==> src/design/assert_macros.svh <==
// assertion macros shared by the rc channel frame receiver rtl
// expects clk_i and rst_ni in the scope of each use
`ifndef ASSERT_MACROS_SVH
`define ASSERT_MACROS_SVH

// checked only while out of reset
`define RCFR_ASSERT(lbl, prop, msg) \
  lbl: assert property (@(posedge clk_i) disable iff (!rst_ni) (prop)) else $error(msg);

// checked on every edge, reset included
`define RCFR_ASSERT_ALWAYS(lbl, prop, msg) \
  lbl: assert property (@(posedge clk_i) (prop)) else $error(msg);

`endif

==> src/design/rcfr_pkg.sv <==
// shared constants, types and the crc step for the rc channel frame receiver
// no dependencies
`default_nettype none

package rcfr_pkg;

  localparam int unsigned ByteW        = 8;
  localparam int unsigned PayloadBytes = 22;
  localparam int unsigned PayloadW     = PayloadBytes * ByteW;
  localparam int unsigned ChanW        = 11;
  localparam int unsigned NumChan      = 16;
  localparam int unsigned ChanIdxW     = $clog2(NumChan);
  localparam int unsigned BodyCntW     = 5;

  localparam logic [ByteW-1:0]    FrameLength = 8'd24;
  localparam logic [BodyCntW-1:0] BodyBytes   = 5'd23;
  localparam logic [ByteW-1:0]    CrcPoly     = 8'hD5;
  localparam logic [ByteW-1:0]    SyncReset   = 8'hC8;
  localparam logic [ChanIdxW-1:0] LastChan    = ChanIdxW'(NumChan - 1);

  // one completed, crc-clean frame handed to the emitter
  typedef struct packed {
    logic                load;
    logic [PayloadW-1:0] payload;
  } frame_t;

  // crc-8, msb first, one byte
  function automatic logic [ByteW-1:0] crc8_step(logic [ByteW-1:0] crc,
                                                 logic [ByteW-1:0] b);
    logic [ByteW-1:0] c;
    c = crc ^ b;
    for (int i = 0; i < 8; i++) begin
      if (c[ByteW-1]) begin
        c = {c[ByteW-2:0], 1'b0} ^ CrcPoly;
      end else begin
        c = {c[ByteW-2:0], 1'b0};
      end
    end
    return c;
  endfunction

endpackage

`default_nettype wire

==> src/design/rcfr_frame_parser.sv <==
// sync hunt, length check, crc accumulation and payload capture
// depends on rcfr_pkg
`default_nettype none

module rcfr_frame_parser (
  input  wire logic                      clk_i,
  input  wire logic                      rst_ni,
  input  wire logic                      cfg_we_i,
  input  wire logic [rcfr_pkg::ByteW-1:0] cfg_wdata_i,
  input  wire logic                      rx_valid_i,
  output logic                           rx_ready_o,
  input  wire logic [rcfr_pkg::ByteW-1:0] rx_byte_i,
  input  wire logic                      emit_busy_i,
  output rcfr_pkg::frame_t               frame_o
);
  import rcfr_pkg::*;

  localparam logic [1:0] PhSync = 2'd0;
  localparam logic [1:0] PhLen  = 2'd1;
  localparam logic [1:0] PhBody = 2'd2;

  logic [ByteW-1:0]    sync_q;
  logic [1:0]          phase_q, phase_d;
  logic [BodyCntW-1:0] cnt_q, cnt_d;
  logic [ByteW-1:0]    crc_q, crc_d;
  logic [PayloadW-1:0] pay_q, pay_d;
  logic                rx_fire;
  logic                at_check;
  logic                load;

  assign at_check   = (phase_q == PhBody) && (cnt_q == BodyBytes);
  // hold the check byte back until the emitter has room for a new frame
  assign rx_ready_o = !(at_check && emit_busy_i);
  assign rx_fire    = rx_valid_i && rx_ready_o;

  always_comb begin
    phase_d = phase_q;
    cnt_d   = cnt_q;
    crc_d   = crc_q;
    pay_d   = pay_q;
    load    = 1'b0;
    case (phase_q)
      PhLen: begin
        if (rx_byte_i == FrameLength) begin
          phase_d = PhBody;
          cnt_d   = '0;
          crc_d   = '0;
        end else if (rx_byte_i != sync_q) begin
          phase_d = PhSync;
        end
      end
      PhBody: begin
        if (cnt_q < BodyBytes) begin
          // first body byte is the type, not stored
          if (cnt_q != '0) begin
            pay_d = {rx_byte_i, pay_q[PayloadW-1:ByteW]};
          end
          crc_d = crc8_step(crc_q, rx_byte_i);
          cnt_d = cnt_q + BodyCntW'(1);
        end else begin
          phase_d = PhSync;
          cnt_d   = '0;
          load    = (crc_q == rx_byte_i);
        end
      end
      default: begin
        phase_d = (rx_byte_i == sync_q) ? PhLen : PhSync;
      end
    endcase
  end

  always_ff @(posedge clk_i or negedge rst_ni) begin
    if (!rst_ni) begin
      sync_q  <= SyncReset;
      phase_q <= PhSync;
      cnt_q   <= '0;
      crc_q   <= '0;
    end else begin
      if (cfg_we_i) begin
        sync_q <= cfg_wdata_i;
      end
      if (rx_fire) begin
        phase_q <= phase_d;
        cnt_q   <= cnt_d;
        crc_q   <= crc_d;
      end
    end
  end

  always_ff @(posedge clk_i) begin
    if (rx_fire) begin
      pay_q <= pay_d;
    end
  end

  assign frame_o.load    = rx_fire && load;
  assign frame_o.payload = pay_q;

endmodule

`default_nettype wire

==> src/design/rcfr_channel_emitter.sv <==
// holds one clean frame and sends its sixteen 11-bit channels, one per beat
// depends on rcfr_pkg and assert_macros.svh
`default_nettype none

`include "assert_macros.svh"

module rcfr_channel_emitter (
  input  wire logic                         clk_i,
  input  wire logic                         rst_ni,
  input  wire rcfr_pkg::frame_t             frame_i,
  output logic                              busy_o,
  output logic                              ch_valid_o,
  input  wire logic                         ch_ready_i,
  output logic [rcfr_pkg::ChanIdxW-1:0]     channel_index_o,
  output logic [rcfr_pkg::ChanW-1:0]        channel_value_o,
  output logic                              last_channel_o
);
  import rcfr_pkg::*;

  logic                busy_q;
  logic [ChanIdxW-1:0] idx_q;
  logic [PayloadW-1:0] buf_q;
  logic                ch_fire;

  assign ch_fire = busy_q && ch_ready_i;

  always_ff @(posedge clk_i or negedge rst_ni) begin
    if (!rst_ni) begin
      busy_q <= 1'b0;
      idx_q  <= '0;
    end else if (frame_i.load) begin
      busy_q <= 1'b1;
      idx_q  <= '0;
    end else if (ch_fire) begin
      busy_q <= (idx_q != LastChan);
      idx_q  <= idx_q + ChanIdxW'(1);
    end
  end

  // channels are little-endian, lowest channel at the bottom
  always_ff @(posedge clk_i) begin
    if (frame_i.load) begin
      buf_q <= frame_i.payload;
    end else if (ch_fire) begin
      buf_q <= {ChanW'(0), buf_q[PayloadW-1:ChanW]};
    end
  end

  assign busy_o          = busy_q;
  assign ch_valid_o      = busy_q;
  assign channel_index_o = idx_q;
  assign channel_value_o = buf_q[ChanW-1:0];
  assign last_channel_o  = (idx_q == LastChan);

  `RCFR_ASSERT(a_no_load_while_busy, frame_i.load |-> !busy_q, "frame loaded over pending channels")
  `RCFR_ASSERT(a_load_starts_at_zero, frame_i.load |=> (busy_q && idx_q == '0), "frame did not start at channel 0")
  `RCFR_ASSERT(a_last_ends_frame, (ch_fire && last_channel_o) |=> !busy_q, "emitter busy after last channel")

endmodule

`default_nettype wire

==> src/design/rc_channel_frame_receiver_core.sv <==
// top level of the rc channel frame receiver: frame parser plus channel emitter
// depends on rcfr_pkg, rcfr_frame_parser and rcfr_channel_emitter
//
// Usage:
//   rx channel (rx_valid_i/rx_ready_o/rx_byte_i) takes one serial byte per beat.
//   The parser hunts for the sync address then a length byte of 24, collects the
//   type byte and 22 payload bytes while running crc-8 (poly 0xd5), and checks
//   the final byte. A bad frame is dropped with no output.
//   Output channel (ch_valid_o/ch_ready_i) gives sixteen beats per clean frame:
//   channel_index_o, channel_value_o and last_channel_o on channel 15.
//   Latency: the first channel is valid the cycle after the check byte is taken,
//   then one channel per cycle while ch_ready_i is high.
//   Throughput: one byte per cycle; rx_ready_o only drops for a check byte that
//   arrives while the previous frame's channels are still being drained, so a
//   stalled receiver back-pressures the input at that point only.
//   cfg_we_i/cfg_wdata_i write the sync address register (0xc8 after reset).
//   Reset returns the hunt to the sync wait and empties the output.
`default_nettype none

module rc_channel_frame_receiver_core (
  input  wire logic                     clk_i,
  input  wire logic                     rst_ni,
  input  wire logic                     cfg_we_i,
  input  wire logic [rcfr_pkg::ByteW-1:0] cfg_wdata_i,
  input  wire logic                     rx_valid_i,
  output logic                          rx_ready_o,
  input  wire logic [rcfr_pkg::ByteW-1:0] rx_byte_i,
  output logic                          ch_valid_o,
  input  wire logic                     ch_ready_i,
  output logic [rcfr_pkg::ChanIdxW-1:0] channel_index_o,
  output logic [rcfr_pkg::ChanW-1:0]    channel_value_o,
  output logic                          last_channel_o
);
  import rcfr_pkg::*;

  frame_t frame;
  logic   emit_busy;

  rcfr_frame_parser u_parser (
    .clk_i       (clk_i),
    .rst_ni      (rst_ni),
    .cfg_we_i    (cfg_we_i),
    .cfg_wdata_i (cfg_wdata_i),
    .rx_valid_i  (rx_valid_i),
    .rx_ready_o  (rx_ready_o),
    .rx_byte_i   (rx_byte_i),
    .emit_busy_i (emit_busy),
    .frame_o     (frame)
  );

  rcfr_channel_emitter u_emitter (
    .clk_i           (clk_i),
    .rst_ni          (rst_ni),
    .frame_i         (frame),
    .busy_o          (emit_busy),
    .ch_valid_o      (ch_valid_o),
    .ch_ready_i      (ch_ready_i),
    .channel_index_o (channel_index_o),
    .channel_value_o (channel_value_o),
    .last_channel_o  (last_channel_o)
  );

endmodule

`default_nettype wire
==> config.mk <==
export PLATFORM = sky130hd
export DESIGN_NAME = rc_channel_frame_receiver_core
export DESIGN_NICKNAME = d
export VERILOG_FILES = /design/src/design/rcfr_pkg.sv /design/src/design/rcfr_frame_parser.sv /design/src/design/rcfr_channel_emitter.sv /design/src/design/rc_channel_frame_receiver_core.sv
export VERILOG_INCLUDE_DIRS = /design/src /design/src/design
export SDC_FILE = /design/constraint.sdc
export NUM_CORES = 1
export LEC_CHECK = 0
export BUFFER_PORTS_ARGS = -buffer_cell sky130_fd_sc_hd__clkbuf_2
export CORE_UTILIZATION = 35
export DETAILED_ROUTE_END_ITERATION = 12
export GPL_TIMING_DRIVEN = 0
export SETUP_SLACK_MARGIN = 0.1
export SYNTH_ARGS = -nofsm -noshare
export SYNTH_HDL_FRONTEND = slang
export SYNTH_HIERARCHICAL = 1
export SYNTH_SLANG_ARGS = --single-unit
export TNS_END_PERCENT = 20
==> constraint.sdc <==
create_clock -name clk_i -period 18 [get_ports clk_i]
set_input_delay 1.8 -clock clk_i [delete_from_list [all_inputs] [get_ports clk_i]]
set_output_delay 1.8 -clock clk_i [all_outputs]
set_load 0.05 [all_outputs]
==> impl_metrics.py, run 1 <==
metrics = {
    "timing": {
        "finalCriticalPeriod_ns": 4.50,
        "fin_skew_ns": 0.0234,
        "fin_crit_sh_pct": 25.0,
        "finalMaxSlewViolations": 0,
        "hold_ws_ns": 0.438,
        "fmax_mhz": 222,
        "tightest_slew_ns": 0.811,
        "report.final.hold_viol_count": 0,
        "finalSetupViolCount": 0,
        "max-slew-margin-rel_pct": 45.7,
        "grt_setup_unrepaired": "false",
    },
    "route": {
        "drt_iter0_drc": 285,
        "ant_nets": 0,
        "drc": 0,
        "wire_per_inst_um": 15.5,
        "dr.pass1.iters": 4,
        "vias_per_cell": 4.58,
        "wl_mm": 21.4,
        "via_count": 6308,
    },
    "synthesis": {
        "syn_nets": 749,
        "synth_seq_cells": 380,
        "yosysWarnings": 6,
        "synth_edf_count": 352,
        "synth_cells": 722,
        "ys_async_sr_fraction_pct": 7.37,
        "synth-seq-area-share_pct": 77.7,
        "synthFlopType": "edfxtp_1",
        "syn_area_um2": 14500,
        "avgSynthCellArea_um2": 20.1,
        "synth_cell_types": 53,
    },
    "placed_design": {
        "io_buffer_count": 37,
        "gp_congestion": 0.723,
        "dpl_cell_area_um2": 15700,
        "dp_hpwl_mm": 13.9,
        "post-place-cells": 1312,
    },
    "status": {
        "status": "finished clean",
    },
    "pwr": {
        "vdd_drop_max_uv": 65.3,
        "power_mw": 1.80,
        "power_density_nw_per_um2": 107,
        "power.leakage_nw": 5.95,
    },
    "final_layout": {
        "utilization_pct": 41.4,
        "area_delta_synth_final_pct": 16.5,
        "nets": 847,
        "drive_gt1_share_pct": 39.1,
        "num_antenna_cells": 0,
        "fin_cells": 1378,
        "post-route-cell-area_um2": 16900,
        "fillCellCount": 3562,
    },
    "worst_setup_path": {
        "worstPathRequired_ns": 18.19,
        "path_class": "in -> reg",
        "arrival_ns": 4.69,
        "cp-startpoint": "rx_byte_i[7]",
        "ff2ff_setup_slack_ns": 14.20,
        "startpoint_type": "input pin",
        "r2r-start": "u_parser/cnt_q[0]",
        "rr_worst_depth": 9,
        "endpoint_kind": "register",
        "crit_fanout": 56,
        "timing.rr.end": "u_emitter/buf_q[6]",
        "crit_end": "u_emitter/buf_q[6]",
    },
    "clock_network": {
        "cts-root-buf": "clkbuf_16",
        "hold_buffers": 0,
        "insertion_delay_ns": 0.53,
        "h-tree-depth": 2,
        "cts_resized": 0,
        "cts_buffers": 38,
        "cts_tree": "built",
        "cts_buffer_depth": 3,
        "cts_setup_buffers": 0,
        "cts_sinks": 380,
        "path_clk_slew_ns": 0.06,
    },
    "die": {
        "die_y_um": 206,
        "die_area_um2": 42300,
        "start_util_pct": 35.6,
        "core_area_um2": 40800,
        "rows": 74,
        "boundaryPins": 39,
        "die_x_um": 206,
    },
    "global_routing": {
        "globalRoute.totalOverflow": 0,
        "antenna_found_initial": 0,
        "grtUsageTotal_pct": 10.4,
        "grt_pass1_wl_mm": 34.4,
        "grt_max_degree": 57,
        "grt_pass1_vias": 6695,
    },
    "run": {
        "maxCapViolCount": 0,
    },
    "min_path": {
        "whs_path_depth": 0,
        "min_path_type": "reg -> reg",
    },
}
## power by group
| group | internal, mW | switching (mW) |
|---|---|---|
| clock network | 0.471 | 0.314 |
| logic | 0.0260 | 0.0305 |
| registers | 0.957 | 0.00486 |
## how the worst min path moves through the flow
stage               slack (ns)             endpoint                 from
detailed placement        0.42  u_parser/pay_q[157]  u_parser/pay_q[165]
global placement          0.42   u_parser/pay_q[81]   u_parser/pay_q[89]
floorplan                 0.42  u_parser/pay_q[157]  u_parser/pay_q[165]
finish                    0.44  u_parser/pay_q[157]  u_parser/pay_q[165]
global route              0.45  u_parser/pay_q[157]  u_parser/pay_q[165]
CTS                       0.44  u_parser/pay_q[157]  u_parser/pay_q[165]
## layout make-up
type	instances	area [um^2]	area share [%]
buffer	34	312	1.84
clock buffer	50	1060	6.27
clock inverter	16	175	1.04
inverter	9	33.8	0.200
multi-input combinational	299	2910	17.2
sequential	380	11300	66.7
tap	532	666	3.94
timing repair buffer	58	482	2.85
## synthesized netlist by cell type (all sizes together), types with 2 or more instances
cell    number  area, um^2
nor4b        4        47.6
a21oi        3        18.8
xnor2       13         121
mux2i        2        20.0
nand2       13        51.3
dfstp        3        78.8
xor2        18         165
nor2         4        15.0
nand4        2        12.5
nand3        8        40.0
o21ai       10        53.8
a21o         2        16.3
and3         2        12.5
mux2       173        1950
inv          9        33.8
nor4         5        37.5
a31oi        2        12.5
a22o         2        17.5
nor3         3        20.0
ha           6        75.1
edfxtp     352       10600
nand4b       2        17.5
dfrtp       25         626
buf         33         308
and2        11        68.8
## metal layers
metal / global-route usage, % / wire [um]
met1: 11.6 / 8700
met2: 19.1 / 11500
met3: 2.42 / 771
met4: 3.62 / 425
met5: 0 / 0
## cells by family (layout without fill, tap and decap cells)
| logic type | count (synthesis) | in the layout | synth area share (%) |
|---|---|---|---|
| flip-flops | 380 | 380 | 77.7 |
| multiplexers | 175 | 175 | 13.6 |
| AND/OR/NAND/NOR | 61 | 61 | 2.59 |
| buffers and inverters | 43 | 167 | 2.38 |
| XOR/XNOR | 32 | 32 | 2.14 |
| AO/OA/AOI/OAI | 25 | 25 | 1.16 |
| adder cells (fa/ha/maj) | 6 | 6 | 0.517 |
## critical path, cell delays in order
cell      delay [ns]
clkbuf_2        0.16
xnor2_1         0.23
ha_1            0.19
nand4_1         0.08
nor4_1          0.68
buf_6           0.27
buf_2           0.26
or2b_4          0.33
buf_16          0.30
buf_16          0.31
## sequential cells by signal, indices dropped and copies added (netlist names)
signal	cells
u_parser/pay_q	176
u_parser/phase_q	2
u_emitter/busy_o	1
u_parser/cnt_q	5
u_parser/crc_q	8
u_emitter/buf_q	176
u_parser/sync_q	8
u_emitter/channel_index_o	4
## per-stage QoR
step | setup TNS (ns) | setup slack [ns]
floorplan | 0 | 3.07
global placement | -652.20 | -3.73
detailed placement | 0 | 12.86
CTS | 0 | 13.40
global route | 0 | 13.24
finish | 0 | 13.50
## placed cells by master (no fill, tap or decap), types with 3 or more instances in the layout
cell and instances:
buf_8 3, bufinv_16 4, o21ai_1 8, clkinv_2 4, clkbuf_2 37, ha_1 6, nand2_1 12, xor2_1 17
inv_1 8, clkbuf_16 41, dfrtp_1 25, nand3_1 8, nor4_1 4, xnor2_1 12, nor2_1 4, clkbuf_1 10
buf_4 12, clkinv_1 7, dfstp_2 3, buf_16 3, mux2_2 173, buf_6 33, buf_2 3, and2_1 11
edfxtp_1 352
No activity file was read; power rests on OpenSTA's default activity.
==> run 2, diff against run 1 <==
--- a/config.mk
+++ b/config.mk
@@ -6,6 +6,7 @@
 export SDC_FILE = /design/constraint.sdc
 export NUM_CORES = 1
 export LEC_CHECK = 0
+export ABC_AREA = 1
 export BUFFER_PORTS_ARGS = -buffer_cell sky130_fd_sc_hd__clkbuf_2
 export CORE_UTILIZATION = 35
 export DETAILED_ROUTE_END_ITERATION = 12
==> constraint.sdc (replaced) <==
create_clock -name clk_i -period 4.6 [get_ports clk_i]
set_input_delay 0.46 -clock clk_i [delete_from_list [all_inputs] [get_ports clk_i]]
set_output_delay 0.46 -clock clk_i [all_outputs]
set_load 0.05 [all_outputs]
==> run 2 against run 1 <==
Net effect: setup slack got worse by 12 ns; critical path depth decreased by 1; power grew to 4.8 times the previous value; die area grew 3.1%; final cell count up 36%; design area up 2.8%; critical endpoint is now u_emitter/buf_q[0]; largest cell class unchanged.
==> impl_metrics.py, run 2 <==
metrics = {
    "status": {
        "status": "finished clean",
    },
    "synthesis": {
        "muxShareOfSynthArea_pct": 0.150,
        "synth_commonest_cells": "nand2_1 (604), edfxtp_1 (352), inv_1 (45)",
        "syn_area_um2": 15000,
        "synth_cell_types": 35,
        "yosysWarnings": 6,
        "netlist.area_leader.share_pct": 70.6,
        "synthAdderAreaFrac_pct": 0.502,
        "synth-simple-area-share_pct": 18.5,
        "synth_cells": 1218,
        "syn_nets": 1245,
        "synth-seq-area-share_pct": 75.3,
        "synth_edf_count": 352,
        "ys_async_sr_fraction_pct": 7.37,
        "synth_xor_area_share_pct": 0.819,
        "synth_compound_area_share_pct": 0.995,
        "synthFlopType": "edfxtp_1",
        "synth_most_common_cell": "nand2_1",
        "synthTopCellsByArea": "edfxtp_1 (71%), nand2_1 (15%), dfrtp_1 (4.2%), inv_1 (1.1%), buf_4 (0.90%)",
        "yosysTopAreaCell": "edfxtp_1",
        "synth_top_family_by_area": "simple AND/OR/NAND/NOR gates",
        "synth_seq_cells": 380,
        "avgSynthCellArea_um2": 12.3,
    },
    "placed_design": {
        "io_buffer_count": 38,
        "dp_hpwl_mm": 18.1,
        "pre_cts_ws_ns": 1.06,
        "gp_congestion": 0.776,
        "post-place-cells": 1809,
    },
    "timing": {
        "max-slew-margin-rel_pct": 38.6,
        "report.final.hold_viol_count": 0,
        "setup_ws_ns": 1.29,
        "tightest_slew_ns": 0.922,
        "finalCriticalPeriod_ns": 3.31,
        "fmax_mhz": 302,
        "fin_crit_sh_pct": 72.0,
        "timing.setup.tns_ns": 0,
        "finalSetupViolCount": 0,
        "fin_skew_ns": 0.0135,
        "finalMaxSlewViolations": 0,
        "grt_setup_unrepaired": "false",
    },
    "die": {
        "rows": 75,
        "die_x_um": 209,
        "boundaryPins": 39,
        "die_y_um": 209,
        "core_area_um2": 42000,
        "die_area_um2": 43600,
        "start_util_pct": 35.6,
    },
    "pwr": {
        "power_density_nw_per_um2": 496,
        "vdd_drop_max_uv": 461,
        "power_mw": 8.61,
        "power.leakage_nw": 6.97,
    },
    "global_routing": {
        "grtUsageTotal_pct": 12.4,
        "grt_max_degree": 54,
        "grt_pass1_vias": 8824,
        "globalRoute.totalOverflow": 0,
        "antenna_found_initial": 0,
        "grt_pass1_wl_mm": 43.1,
    },
    "worst_setup_path": {
        "crit_slowest_cell": "dfrtp_1",
        "endpoint_kind": "register",
        "arrival_ns": 3.50,
        "crit_chain": "xnor2_1 > nand3_1 > nor4_1 > buf_4 > inv_4 > buf_2 > nand2_4 > buf_16 > buf_16",
        "crit_family": "buffers and inverters",
        "cp.buffers_inverters": 5,
        "path_common_cell": "buf_16",
        "crit_fanout": 53,
        "path_class": "reg -> reg",
        "slowest_delay_ns": 0.42,
        "worstPathRequired_ns": 4.79,
        "startpoint_type": "register",
    },
    "route": {
        "ant_nets": 0,
        "dr.pass1.iters": 5,
        "via_count": 8511,
        "wl_mm": 26.3,
        "drc": 0,
        "drt_iter0_drc": 460,
        "wire_per_inst_um": 14.0,
        "vias_per_cell": 4.53,
    },
    "final_layout": {
        "num_antenna_cells": 0,
        "nets": 1337,
        "layout_common_cells": "nand2_1 (602), edfxtp_1 (352), inv_1 (40)",
        "reg_top3": "u_emitter/buf_q (176), u_parser/pay_q (176)",
        "utilization_pct": 41.3,
        "fin_cells": 1878,
        "fillCellCount": 3941,
        "drive_gt1_share_pct": 15.8,
        "area_delta_synth_final_pct": 16.1,
        "final_common_cell": "nand2_1",
    },
    "clock_network": {
        "cts_buffers": 37,
        "cts-root-buf": "clkbuf_16",
        "insertion_delay_ns": 0.52,
        "path_clk_slew_ns": 0.06,
        "cts_buffer_depth": 3,
        "cts_tree": "built",
        "cts_sinks": 380,
        "h-tree-depth": 2,
        "cts_setup_buffers": 0,
    },
    "min_path": {
        "min_path_type": "in -> reg",
    },
    "run": {
        "maxCapViolCount": 0,
    },
}
-- run 2: worst register-to-register path: stages, from the launching register on --
cell and delay, ns:
dfrtp_1 0.42, xnor2_1 0.35, nand3_1 0.24, nor4_1 0.32
buf_4 0.25, inv_4 0.10, buf_2 0.22, nand2_4 0.40
buf_16 0.31, buf_16 0.29
-- run 2: cell type report --
cell class	instances	area (um^2)	share of cell area (%)
repair buffers	53	460	2.65
inverters	52	199	1.14
plain buffers	51	358	2.06
multi-input cells	735	3180	18.3
well taps	539	674	3.88
clock inverters	23	219	1.26
flip-flops and latches	380	11300	64.9
clock buffers	45	1010	5.80
-- run 2: metal layers --
metal	track usage [%]	share of wire [%]	up-vias
li1	-	-	4232
met1	12.6	38	4119
met2	24.9	57	113
met3	2.25	3.1	47
met4	4.41	2.3	0
met5	0	0	-
-- run 2: cell families after synthesis --
| kind of cell | after synthesis |
|---|---|
| flip-flops | 380 |
| multiplexers | 2 |
| XOR/XNOR | 14 |
| adder cells (fa/ha/maj) | 6 |
| AO/OA/AOI/OAI | 27 |
| AND/OR/NAND/NOR | 686 |
| buffers and inverters | 103 |
-- run 2: what timing repair did --
item	4_1_cts	5_1_grt
hold buffers	1	0
hold endpoints to repair	7	0
resized for setup	0	0
-- run 2: through the flow --
stage / hold slack, ns / cell area [um^2]
finish: 0.147 / 17400
global placement: 0.429 / 15900
detailed placement: 0.432 / 16100
global route: 0.132 / 17400
CTS: 0.118 / 17400
floorplan: 0.164 / 15000
-- run 2: path summary, 6_finish.rpt --
check | endpoint | start | cells after the start | slack, ns
worst max-delay path | u_emitter/buf_q[0] | u_parser/crc_q[2] | 9 | 1.29
worst min-delay path | u_parser/sync_q[1] | cfg_wdata_i[1] | 3 | 0.15
worst max register to register | u_emitter/buf_q[0] | u_parser/crc_q[2] | 9 | 1.29
worst min register to register | u_parser/pay_q[73] | u_parser/pay_q[81] | 0 | 0.44
max in group asynchronous | u_parser/crc_q[5] | rst_ni | 2 | 3.58
min in group asynchronous | u_parser/cnt_q[2] | rst_ni | 2 | 0.54
-- run 2: power breakdown --
part | internal [mW] | switching (mW) | leakage (nW)
combinational | 0.379 | 0.791 | 2.80
sequential | 4.23 | 0.169 | 3.56
clock | 1.79 | 1.25 | 0.610
total | 6.40 | 2.21 | 6.97
